[src/hdl/pairing_handshake_tracker_core_assert.svh]
// assertion macros for the pairing handshake tracker
`ifndef PAIRING_HANDSHAKE_TRACKER_CORE_ASSERT_SVH
`define PAIRING_HANDSHAKE_TRACKER_CORE_ASSERT_SVH

`ifndef NO_ASSERTIONS
// same-cycle implication
`define PHT_ASSERT_IMP(name, clk, rst, ante, cons) \
   name: assert property (@(posedge clk) disable iff (rst) (ante) |-> (cons)) \
      else $error("pht assertion failed");
// next-cycle implication
`define PHT_ASSERT_NXT(name, clk, rst, ante, cons) \
   name: assert property (@(posedge clk) disable iff (rst) (ante) |=> (cons)) \
      else $error("pht assertion failed");
`else
`define PHT_ASSERT_IMP(name, clk, rst, ante, cons)
`define PHT_ASSERT_NXT(name, clk, rst, ante, cons)
`endif

`endif

[src/hdl/pht_pkg.sv]
// types, codes and phase priority function for the pairing handshake tracker
package pht_pkg;

   typedef enum logic [3:0] {
      ACT_BEGIN       = 4'd0,
      ACT_RESET       = 4'd1,
      ACT_HELLO_TX    = 4'd2,
      ACT_HELLO_RX    = 4'd3,
      ACT_LOC_DEC     = 4'd4,
      ACT_REM_DEC     = 4'd5,
      ACT_LOC_PREP    = 4'd6,
      ACT_REM_PREP    = 4'd7,
      ACT_LOC_COMMIT  = 4'd8,
      ACT_REM_COMMIT  = 4'd9,
      ACT_COMPLETE    = 4'd10,
      ACT_FAIL        = 4'd11,
      ACT_MATCH       = 4'd12
   } action_type;

   typedef enum logic [2:0] {
      PH_INACTIVE   = 3'd0,
      PH_HELLO      = 3'd1,
      PH_AWAIT      = 3'd2,
      PH_PREPARING  = 3'd3,
      PH_COMMITTING = 3'd4,
      PH_COMPLETED  = 3'd5,
      PH_FAILED     = 3'd6
   } phase_type;

   // progress flag positions, flag k belongs to action k+2
   localparam int PG_HELLO_TX   = 0;
   localparam int PG_HELLO_RX   = 1;
   localparam int PG_LOC_DEC    = 2;
   localparam int PG_REM_DEC    = 3;
   localparam int PG_LOC_PREP   = 4;
   localparam int PG_REM_PREP   = 5;
   localparam int PG_LOC_COMMIT = 6;
   localparam int PG_REM_COMMIT = 7;

   localparam int PROG_W  = 8;
   localparam int ID_W    = 64;
   localparam int GEN_W   = 64;
   localparam int SCOPE_W = 16;

   typedef struct packed {
      phase_type           phase;
      logic [PROG_W-1:0]   progress;
      logic [ID_W-1:0]     id_high;
      logic [ID_W-1:0]     id_low;
      logic [GEN_W-1:0]    generation;
      logic [SCOPE_W-1:0]  local_perm;
      logic [SCOPE_W-1:0]  remote_perm;
   } track_state_type;

   typedef struct packed {
      action_type          action;
      logic [ID_W-1:0]     id_high;
      logic [ID_W-1:0]     id_low;
      logic [GEN_W-1:0]    generation;
      logic [SCOPE_W-1:0]  permissions;
   } event_type;

   // phase from progress flags, highest priority first
   function automatic phase_type phase_of(input logic [PROG_W-1:0] p);
      phase_type ph;
      if ((p[PG_LOC_COMMIT] && p[PG_REM_COMMIT]) || (p[PG_LOC_PREP] && p[PG_REM_PREP])
          || p[PG_LOC_COMMIT]) begin
         ph = PH_COMMITTING;
      end else if ((p[PG_LOC_DEC] && p[PG_REM_DEC]) || p[PG_LOC_PREP]) begin
         ph = PH_PREPARING;
      end else if (p[PG_HELLO_TX] && p[PG_HELLO_RX]) begin
         ph = PH_AWAIT;
      end else begin
         ph = PH_HELLO;
      end
      return ph;
   endfunction

endpackage

[src/hdl/pht_eval.sv]
// next-state and acceptance logic for one tracker event
module pht_eval #(
   parameter int PERM_WIDTH = 16
) (
   input  pht_pkg::track_state_type cur,
   input  pht_pkg::event_type       evt,
   output pht_pkg::track_state_type nxt,
   output logic                     ok
);

   logic [pht_pkg::SCOPE_W-1:0] perm_m;
   logic [pht_pkg::PROG_W-1:0]  mark_prog;
   logic [2:0]                  flag_idx;
   logic [3:0]                  act_raw;
   logic                        active;
   logic                        can_mark;
   logic                        both_dec;
   logic                        both_prep;
   logic                        both_commit;
   pht_pkg::phase_type          mark_phase;
   pht_pkg::track_state_type    cleared;

   // permission bits at index PERM_WIDTH and above are dropped
   always_comb begin
      for (int i = 0; i < pht_pkg::SCOPE_W; i++) begin
         perm_m[i] = (i < PERM_WIDTH) ? evt.permissions[i] : 1'b0;
      end
   end

   always_comb begin
      act_raw     = evt.action;
      flag_idx    = 3'(act_raw - 4'd2);
      active      = (cur.phase == pht_pkg::PH_HELLO) || (cur.phase == pht_pkg::PH_AWAIT)
                 || (cur.phase == pht_pkg::PH_PREPARING)
                 || (cur.phase == pht_pkg::PH_COMMITTING);
      can_mark    = active && !cur.progress[flag_idx];
      mark_prog   = cur.progress | (pht_pkg::PROG_W'(1) << flag_idx);
      mark_phase  = pht_pkg::phase_of(mark_prog);
      both_dec    = cur.progress[pht_pkg::PG_LOC_DEC] && cur.progress[pht_pkg::PG_REM_DEC];
      both_prep   = cur.progress[pht_pkg::PG_LOC_PREP] && cur.progress[pht_pkg::PG_REM_PREP];
      both_commit = cur.progress[pht_pkg::PG_LOC_COMMIT]
                 && cur.progress[pht_pkg::PG_REM_COMMIT];
      cleared       = '0;
      cleared.phase = pht_pkg::PH_INACTIVE;
   end

   always_comb begin
      nxt = cur;
      ok  = 1'b0;
      case (evt.action)
         pht_pkg::ACT_BEGIN: begin
            nxt = cleared;
            if (((evt.id_high == '0) && (evt.id_low == '0)) || (evt.generation == '0)) begin
               nxt.phase = pht_pkg::PH_FAILED;
            end else begin
               nxt.id_high    = evt.id_high;
               nxt.id_low     = evt.id_low;
               nxt.generation = evt.generation;
               nxt.phase      = pht_pkg::PH_HELLO;
               ok             = 1'b1;
            end
         end
         pht_pkg::ACT_RESET: begin
            nxt = cleared;
         end
         pht_pkg::ACT_HELLO_TX, pht_pkg::ACT_HELLO_RX: begin
            if (can_mark) begin
               nxt.progress = mark_prog;
               nxt.phase    = mark_phase;
               ok           = 1'b1;
            end
         end
         pht_pkg::ACT_LOC_DEC: begin
            // scopes are stored while the flag is clear, even when an inactive phase refuses the mark
            if (!cur.progress[pht_pkg::PG_LOC_DEC]) begin
               nxt.local_perm = perm_m;
               if (active) begin
                  nxt.progress = mark_prog;
                  nxt.phase    = mark_phase;
                  ok           = 1'b1;
               end
            end
         end
         pht_pkg::ACT_REM_DEC: begin
            if (!cur.progress[pht_pkg::PG_REM_DEC]) begin
               nxt.remote_perm = perm_m;
               if (active) begin
                  nxt.progress = mark_prog;
                  nxt.phase    = mark_phase;
                  ok           = 1'b1;
               end
            end
         end
         pht_pkg::ACT_LOC_PREP, pht_pkg::ACT_REM_PREP: begin
            if (both_dec && can_mark) begin
               nxt.progress = mark_prog;
               nxt.phase    = mark_phase;
               ok           = 1'b1;
            end
         end
         pht_pkg::ACT_LOC_COMMIT, pht_pkg::ACT_REM_COMMIT: begin
            if (both_prep && can_mark) begin
               nxt.progress = mark_prog;
               nxt.phase    = mark_phase;
               ok           = 1'b1;
            end
         end
         pht_pkg::ACT_COMPLETE: begin
            if (both_commit && (cur.phase != pht_pkg::PH_COMPLETED)) begin
               nxt.phase = pht_pkg::PH_COMPLETED;
               ok        = 1'b1;
            end
         end
         pht_pkg::ACT_FAIL: begin
            if (cur.phase != pht_pkg::PH_COMPLETED) begin
               nxt.phase = pht_pkg::PH_FAILED;
               ok        = 1'b1;
            end
         end
         pht_pkg::ACT_MATCH: begin
            ok = (cur.phase != pht_pkg::PH_INACTIVE) && (cur.phase != pht_pkg::PH_FAILED)
              && (evt.id_high == cur.id_high) && (evt.id_low == cur.id_low)
              && (evt.generation == cur.generation);
         end
         default: begin
            // unused codes leave everything alone
            nxt = cur;
         end
      endcase
   end

endmodule

[src/hdl/pairing_handshake_tracker_core.sv]
// pairing handshake tracker top level: input register, event logic, response register
// a req transaction passes the input register, then the update loads the response register
// throughput: one transaction per cycle while the rsp side is not stalled
// the tracker state and the response only advance together, so a stalled rsp holds both
// reset clears both valid flags and the tracker state (phase inactive, flags and scopes zero)
`include "pairing_handshake_tracker_core_assert.svh"

module pairing_handshake_tracker_core #(
   parameter int PERM_WIDTH = 16
) (
   input  logic        clock,
   input  logic        reset,

   input  logic        req_valid,
   output logic        req_ready,
   input  logic [3:0]  req_action,
   input  logic [63:0] req_request_id_high,
   input  logic [63:0] req_request_id_low,
   input  logic [63:0] req_generation,
   input  logic [15:0] req_permissions,

   output logic        rsp_valid,
   input  logic        rsp_ready,
   output logic        rsp_accepted,
   output logic [2:0]  rsp_txn_state,
   output logic [7:0]  rsp_progress_bits,
   output logic [15:0] rsp_local_scopes,
   output logic [15:0] rsp_remote_scopes
);

   // input register: holds one transaction waiting for the tracker
   logic                     in_valid_ff;
   logic                     in_valid_in;
   pht_pkg::event_type       in_evt_ff;
   pht_pkg::event_type       in_evt_in;

   // tracker state, also the payload of the response
   pht_pkg::track_state_type state_ff;
   pht_pkg::track_state_type state_in;
   pht_pkg::track_state_type state_nxt;

   // response register
   logic                     rsp_valid_ff;
   logic                     rsp_valid_in;
   logic                     rsp_ok_ff;
   logic                     rsp_ok_in;
   logic                     eval_ok;

   logic                     advance;
   logic                     take_req;
   logic                     keep_flags;
   logic                     flags_kept;
   logic                     active_phase;
   logic                     commit_any;
   logic                     prep_both;

   // the event moves forward when the response slot is empty or being drained
   assign advance   = in_valid_ff && (!rsp_valid_ff || rsp_ready);
   assign req_ready = !in_valid_ff || advance;
   assign take_req  = req_valid && req_ready;

   pht_eval #(
      .PERM_WIDTH (PERM_WIDTH)
   ) u_eval (
      .cur (state_ff),
      .evt (in_evt_ff),
      .nxt (state_nxt),
      .ok  (eval_ok)
   );

   always_comb begin
      in_valid_in = in_valid_ff;
      in_evt_in   = in_evt_ff;
      if (take_req) begin
         in_valid_in           = 1'b1;
         in_evt_in.action      = pht_pkg::action_type'(req_action);
         in_evt_in.id_high     = req_request_id_high;
         in_evt_in.id_low      = req_request_id_low;
         in_evt_in.generation  = req_generation;
         in_evt_in.permissions = req_permissions;
      end else if (advance) begin
         in_valid_in = 1'b0;
      end
   end

   always_comb begin
      state_in     = state_ff;
      rsp_ok_in    = rsp_ok_ff;
      rsp_valid_in = rsp_valid_ff;
      if (advance) begin
         // tracker update and response load happen in the same cycle
         state_in     = state_nxt;
         rsp_ok_in    = eval_ok;
         rsp_valid_in = 1'b1;
      end else if (rsp_ready) begin
         rsp_valid_in = 1'b0;
      end
   end

   // control and tracker state, all-zero state is phase inactive
   always_ff @(posedge clock) begin
      if (reset) begin
         in_valid_ff    <= 1'b0;
         rsp_valid_ff   <= 1'b0;
         state_ff       <= '0;
      end else begin
         in_valid_ff  <= in_valid_in;
         rsp_valid_ff <= rsp_valid_in;
         state_ff     <= state_in;
      end
   end

   // payload registers, no reset needed
   always_ff @(posedge clock) begin
      in_evt_ff <= in_evt_in;
      rsp_ok_ff <= rsp_ok_in;
   end

   assign rsp_valid         = rsp_valid_ff;
   assign rsp_accepted      = rsp_ok_ff;
   assign rsp_txn_state     = state_ff.phase;
   assign rsp_progress_bits = state_ff.progress;
   assign rsp_local_scopes  = state_ff.local_perm;
   assign rsp_remote_scopes = state_ff.remote_perm;

   // helpers for the checks below
   assign keep_flags   = advance && (in_evt_ff.action != pht_pkg::ACT_BEGIN)
                      && (in_evt_ff.action != pht_pkg::ACT_RESET);
   assign flags_kept   = &(state_nxt.progress | ~state_ff.progress);
   assign active_phase = (state_ff.phase == pht_pkg::PH_HELLO)
                      || (state_ff.phase == pht_pkg::PH_AWAIT)
                      || (state_ff.phase == pht_pkg::PH_PREPARING)
                      || (state_ff.phase == pht_pkg::PH_COMMITTING);
   assign commit_any   = state_ff.progress[pht_pkg::PG_LOC_COMMIT]
                      || state_ff.progress[pht_pkg::PG_REM_COMMIT];
   assign prep_both    = state_ff.progress[pht_pkg::PG_LOC_PREP]
                      && state_ff.progress[pht_pkg::PG_REM_PREP];

   // progress flags are only ever cleared by begin or reset
   `PHT_ASSERT_IMP(a_flags_grow, clock, reset, keep_flags, flags_kept)
   // a processed event always leaves a response behind
   `PHT_ASSERT_NXT(a_rsp_loaded, clock, reset, advance, rsp_valid_ff)
   // a commit flag cannot exist without both prepare flags
   `PHT_ASSERT_IMP(a_commit_order, clock, reset, commit_any, prep_both)
   // an active transaction was started with a valid generation
   `PHT_ASSERT_IMP(a_active_gen, clock, reset, active_phase, state_ff.generation != '0)

endmodule
[config.mk]
export PLATFORM = sky130hd
export DESIGN_NAME = pairing_handshake_tracker_core
export DESIGN_NICKNAME = d
export VERILOG_FILES = /design/src/hdl/pht_pkg.sv /design/src/hdl/pht_eval.sv /design/src/hdl/pairing_handshake_tracker_core.sv
export VERILOG_INCLUDE_DIRS = /design/src /design/src/hdl
export SDC_FILE = /design/constraint.sdc
export NUM_CORES = 1
export LEC_CHECK = 0
export ABC_CLOCK_PERIOD_IN_PS = 10900
export BUFFER_PORTS_ARGS = -buffer_cell sky130_fd_sc_hd__buf_2
export CAP_MARGIN = 40
export CORE_MARGIN = 3
export CORE_UTILIZATION = 50
export CTS_CLUSTER_DIAMETER = 60
export DETAILED_ROUTE_END_ITERATION = 7
export GPL_TIMING_DRIVEN = 0
export PLACE_DENSITY_LB_ADDON = 0.1
export SLEW_MARGIN = 20
export SYNTH_ARGS = -nofsm -noshare
export SYNTH_HDL_FRONTEND = slang
export SYNTH_SLANG_ARGS = --single-unit
[constraint.sdc]
create_clock -name clock -period 10.9 [get_ports clock]
set_clock_uncertainty 0.05 [all_clocks]
set_input_delay 1.635 -clock clock [delete_from_list [all_inputs] [get_ports clock]]
set_output_delay 1.635 -clock clock [all_outputs]
set_load 0.05 [all_outputs]
==> impl_metrics.json, run 1 <==
{
  "path_clk_slew_ns": 0.06,
  "route.detailed.drc": 0,
  "synth_edf_count": 213,
  "io_pins": 262,
  "finalHoldViolations": 0,
  "place_area_mm2": 0.0193,
  "cts_root_buf": "clkbuf_16",
  "async_reset_ff_share_pct": 0,
  "postCtsHoldBufs": 0,
  "min_path_cells": 1,
  "initialDrtViolationCount": 931,
  "worstSetupStartpointType": "input port",
  "postRouteAntennaNets": 0,
  "regToRegSetupSlack_ns": 7.73,
  "critPathRequiredTime_ns": 9.22,
  "synthTopCellsByArea": "edfxtp_1 37%, dfxtp_1 27%, a22o_1 9.8%, xnor2_1 5.1%, xor2_1 3.3%",
  "synth_ff_type": "dfxtp_1",
  "arrival_ns": 2.25,
  "die_h_um": 192,
  "syn2layout_area_growth_pct": 20.2,
  "synth_fp_nets": 1514,
  "maxCapViolCount": 0,
  "rsz0062_at_grt": "false",
  "postSynthCellCount": 1298,
  "die_w_um": 192,
  "drv_slew": 0,
  "grt_antenna_before_repair": 0,
  "reg2reg_depth": 9,
  "critPathSlowestCell": "buf_2",
  "yosys.cell_count.top_type": "dfxtp_1",
  "r2r-end": "state_ff[100]",
  "max_slew_margin_pct": 47.5,
  "rows": 67,
  "worstSetupPathType": "input port to output port",
  "drive_gt1_share_pct": 24.9,
  "yosys_warnings": 0,
  "worstHoldStart": "state_ff[151]",
  "setup_viol": 0,
  "start_util_pct": 51.2,
  "synth-seq-cells": 450,
  "ctsResizeCount": 0,
  "synthesis.area_mm2": 0.0173,
  "p_leak_nw": 8.11,
  "place_congestion": 0.897,
  "yosysSeqAreaShare_pct": 64.2,
  "postSynthAreaPerCell_um2": 13.4,
  "crit_top_cell": "buf_2",
  "crit_path_end_kind": "output port",
  "critPathTopFamily": "buffers and inverters",
  "r2r_start": "in_evt_ff[164]",
  "fin_util_pct": 61.5,
  "post-route-period-util_pct": 36.1,
  "ys_top_cells_by_count": "237 x dfxtp_1, 213 x edfxtp_1, 195 x a22o_1",
  "cp_num_buf_inv": 2,
  "slowest_delay_ns": 0.22,
  "nNetsFinal": 1828,
  "path_cells": "buf_2, nor2b_1, nand2_1, buf_2",
  "grt-ovfl-total": 0,
  "postLayoutCellArea_mm2": 0.0208,
  "diodes": 0,
  "synth_top_area_share_pct": 36.9,
  "cts_setup_buffers": 0,
  "cts_tree": "built",
  "viasPerCell": 5.74,
  "dieArea_mm2": 0.0370,
  "grt_pass1_wl_mm": 70.8,
  "vias": 12000,
  "firstDrtPassIters": 5,
  "worstMarginPinSlew_ns": 0.780,
  "first_global_vias": 11600,
  "track_usage_pct": 25.8,
  "worstPathMaxFanout": 4,
  "cts.sinks": 450,
  "core_mm2": 0.0339,
  "clock_latency_ns": 0.56,
  "pwr_density_cell_mw_per_mm2": 177,
  "hp-class": "register to register",
  "status": "finished clean",
  "fin_setup_tns_ns": 0,
  "ctsHtreeMaxLevel": 2,
  "wirelength_mm": 48.7,
  "ir_drop_v": 0.000140,
  "grt_max_degree": 64,
  "ys_types": 59,
  "dp_hpwl_mm": 36.5,
  "cts_buffer_depth": 3,
  "routedWlPerCell_um": 23.2,
  "netlist.top_cell.by_area": "edfxtp_1",
  "min_to": "state_ff[151]",
  "io_buffer_count": 260,
  "layout_min_cycle_time_ns": 3.94,
  "cts_buffers": 46,
  "clock.fmax_ghz": 0.254
}
==> cells by family (layout without fill, tap and decap cells) <==
| family | after synthesis | after routing | synth area share (%) |
|---|---|---|---|
| muxes | 6 | 6 | 0.635 |
| buffers and inverters | 135 | 486 | 4.73 |
| DFF | 450 | 450 | 64.2 |
| xor gates and xnor gates | 167 | 167 | 8.43 |
| AOI/OAI and AO/OA | 306 | 306 | 14.4 |
| and+or+nand+nor | 234 | 234 | 7.52 |
==> layer usage <==
metal  global-route usage, %  vias up  part of all wire, %
met2                    41.2      505                   47
met4                    6.28        0                  2.1
met5                       0        -                    0
met3                    3.92       67                  7.2
li1                        -     5558                    -
met1                    37.3     5905                   44
==> cells in the final DEF (no fill, tap or decap), types with 10 or more instances in the layout <==
cell       count
nor4_1        75
nand4_1       42
buf_2        263
xor2_1        66
inv_1         31
a22oi_1       32
buf_4         43
xnor2_1      101
buf_6         20
clkbuf_16     47
dfxtp_1      237
clkinv_2      10
a21oi_1       17
clkbuf_1      46
nand2_1       17
nor2_1        53
edfxtp_1     213
a22o_1       195
==> stage by stage <==
step	instances	worst slack, ns	total power [W]	hold slack (ns)
floorplan	1298	3.30	0.00201	0.392
global placement	2006	1.73	0.00213	0.406
detailed placement	2010	6.70	0.00212	0.409
CTS	2095	6.96	0.00372	0.428
global route	2097	6.92	0.00381	0.449
finish	2097	6.96	0.00370	0.428
==> cell type report <==
class / instances / area (µm²)
buffer: 104 / 704
clock buffer: 61 / 1250
clock inverter: 24 / 292
fill: 2738 / 13000
inverter: 31 / 116
multi-input combinational: 713 / 5390
sequential: 450 / 11100
tap: 448 / 561
timing repair buffer: 266 / 1400
==> worst reg2reg max path, delay by kind of cell, from the launching register on <==
kind / cells / cell delay [ns]
buffers and inverters: 3 / 0.51
AOI/OAI and AO/OA: 2 / 0.47
and+or+nand+nor: 4 / 1.52
DFF: 1 / 0.51
==> power by group <==
group          internal [W]  switching [W]  total, W
combinational     0.0000786       0.000116  0.000194
sequential          0.00183      0.0000615   0.00189
clock              0.000971       0.000641   0.00161
total               0.00288       0.000818   0.00370
==> worst max path at each step <==
| stage | start | to | cells past startpoint |
|---|---|---|---|
| 2_1_floorplan | rsp_ready | in_evt_ff[0] | 3 |
| 3_3_place_gp | rsp_ready | in_evt_ff[161] | 4 |
| 3_5_place_dp | rsp_ready | state_ff[127] | 9 |
| 4_1_cts | rsp_ready | req_ready | 4 |
| 5_1_grt | rsp_ready | req_ready | 4 |
| 6_report | rsp_ready | req_ready | 4 |
==> sequential cells by signal (all words and copies together), names as in the netlist <==
register	flops
rsp_remote_scopes	16
rsp_progress_bits	8
in_valid_ff	1
rsp_local_scopes	16
rsp_valid	1
rsp_accepted	1
state_ff	192
rsp_txn_state	3
in_evt_ff	212
Power figures use the tool's default switching activity.
==> run 2: changes to the inputs <==
--- a/config.mk
+++ b/config.mk
@@ -6,7 +6,7 @@
 export SDC_FILE = /design/constraint.sdc
 export NUM_CORES = 1
 export LEC_CHECK = 0
-export ABC_CLOCK_PERIOD_IN_PS = 10900
+export ABC_CLOCK_PERIOD_IN_PS = 3720
 export BUFFER_PORTS_ARGS = -buffer_cell sky130_fd_sc_hd__buf_2
 export CAP_MARGIN = 40
 export CORE_MARGIN = 3
==> constraint.sdc (replaced) <==
create_clock -name clock -period 3.72 [get_ports clock]
set_clock_uncertainty 0.05 [all_clocks]
set_input_delay 0.558 -clock clock [delete_from_list [all_inputs] [get_ports clock]]
set_output_delay 0.558 -clock clock [all_outputs]
set_load 0.05 [all_outputs]
==> run 2 against run 1 <==
Via count grew 0.13%. Final cell count about the same. Routed wire length increased by 0.68%. Final area grew 0.25%. Flip-flop and latch count stayed put. Combinational power grew to 2.9 times the previous value. Critical path depth rose by 5.
==> impl_metrics.json, run 2 (synthesized netlist as in run 1, its figures left out) <==
{
  "crit_path_end_kind": "register",
  "die_w_um": 192,
  "postCtsHoldBufs": 0,
  "drv_slew": 0,
  "cts_buffer_depth": 3,
  "vias": 12100,
  "grt_antenna_before_repair": 0,
  "power_w": 0.0109,
  "path_cells": "nor4_1, nand4_1, or4_4, o21ai_2, nor4_1, clkbuf_2, buf_6, buf_6, a22o_1",
  "core_mm2": 0.0339,
  "worstPathMaxFanout": 10,
  "worstSetupPathType": "register to register",
  "diodes": 0,
  "ctsResizeCount": 0,
  "grt-ovfl-total": 0,
  "track_usage_pct": 26.0,
  "grt_pass1_wl_mm": 71.7,
  "worstMarginPinSlew_ns": 0.917,
  "mostFrequentLayoutCell": "buf_2",
  "ctsHtreeMaxLevel": 2,
  "cts_buffers": 47,
  "largest_reg_flops": 212,
  "arrival_ns": 3.55,
  "pwr_density_cell_mw_per_mm2": 521,
  "slowest_delay_ns": 0.60,
  "maxCapViolCount": 0,
  "cts_tree": "built",
  "firstDrtPassIters": 5,
  "fin_setup_tns_ns": 0,
  "dieArea_mm2": 0.0370,
  "dp_hpwl_mm": 36.5,
  "viasPerCell": 5.74,
  "die_h_um": 192,
  "nFillCells": 2715,
  "layout_min_cycle_time_ns": 3.16,
  "postRouteAntennaNets": 0,
  "hp-class": "input port to register",
  "finalHoldViolations": 0,
  "critPathRequiredTime_ns": 4.10,
  "setup_viol": 0,
  "grt_max_degree": 62,
  "first_global_vias": 11800,
  "clock_latency_ns": 0.55,
  "fin_ws_ns": 0.558,
  "post-route-period-util_pct": 85.0,
  "max_slew_margin_pct": 37.3,
  "reg.largest.list": "in_evt_ff x212, state_ff x192",
  "dpl_worst_slack_ns": 0.529,
  "path_clk_slew_ns": 0.07,
  "routedWlPerCell_um": 23.4,
  "ir_drop_v": 0.000447,
  "nNetsFinal": 1828,
  "p_leak_nw": 8.11,
  "io_buffer_count": 260,
  "cts.sinks": 450,
  "wirelength_mm": 49.0,
  "drive_gt1_share_pct": 25.3,
  "regMostFlops": "in_evt_ff",
  "worstSetupStartpointType": "register",
  "rows": 67,
  "syn2layout_area_growth_pct": 20.5,
  "cts_root_buf": "clkbuf_16",
  "status": "finished clean",
  "clock.fmax_ghz": 0.316,
  "initialDrtViolationCount": 972,
  "route.detailed.drc": 0,
  "critPathSlowestCell": "or4_4",
  "place_congestion": 0.904,
  "rsz0062_at_grt": "false",
  "cts_setup_buffers": 0,
  "start_util_pct": 51.2,
  "io_pins": 262,
  "mostFrequentLayoutCells": "262 x buf_2, 237 x dfxtp_1, 213 x edfxtp_1, 195 x a22o_1, 101 x xnor2_1"
}
run 2: cell count changes in the layout (fill, tap and decap cells not counted), sizes merged:
cell           change
buf                -1
bufinv             -3
clkbuf             +2
clkdlybuf4s15      +1
clkinv             -5
clkinvlp           +6
inv                +1
run 2: cell type report:
type | instances | area, µm² | share of cell area, %
flip-flops and latches | 450 | 11100 | 53.3
multi-input cells | 713 | 5390 | 25.8
repair buffers | 265 | 1400 | 6.70
clock buffers | 64 | 1350 | 6.44
plain buffers | 104 | 704 | 3.37
well taps | 448 | 561 | 2.68
clock inverters | 23 | 245 | 1.17
inverters | 31 | 116 | 0.557
run 2: power breakdown:
group / total (W) / switching [W] / internal [W]
Sequential: 0.00555 / 0.000181 / 0.00537
Combinational: 0.000570 / 0.000340 / 0.000230
Clock: 0.00478 / 0.00195 / 0.00283
run 2: per-layer routing:
layer  vias up  track usage, %  routed length (µm)
met1      5944            37.2               21700
met5         -               0                   0
met2       474            41.2               22700
met3        76            4.02                3240
met4         0            7.31                1330
li1       5557               -                   -
run 2: worst paths after layout:
| kind | start | to | slack [ns] | depth (start not counted) |
|---|---|---|---|---|
| worst min-delay path | req_request_id_low[61] | in_evt_ff[141] | 0.13 | 1 |
| worst max register to register | in_evt_ff[165] | state_ff[42] | 0.56 | 9 |
| worst max-delay path | in_evt_ff[165] | state_ff[42] | 0.56 | 9 |
| worst min register to register | state_ff[89] | state_ff[89] | 0.43 | 1 |
run 2: metrics by stage:
step / hold WS, ns / area [µm²] / instances / util (%)
final: 0.125 / 20900 / 2098 / 61.7
after global routing: 0.100 / 20900 / 2098 / 61.7
after CTS: 0.106 / 20900 / 2097 / 61.7
after detailed placement: 0.406 / 19300 / 2010 / 57.0
after global placement: 0.406 / 19200 / 2006 / 56.7
after floorplan: 0.392 / 17300 / 1298 / -
run 2: worst max-delay path, delay by kind of cell, from the launching register on:
family	cells	cell delay, ns
AND/OR/NAND/NOR	4	1.51
flip-flops	1	0.51
buffers and inverters	3	0.50
AO/OA/AOI/OAI	2	0.46
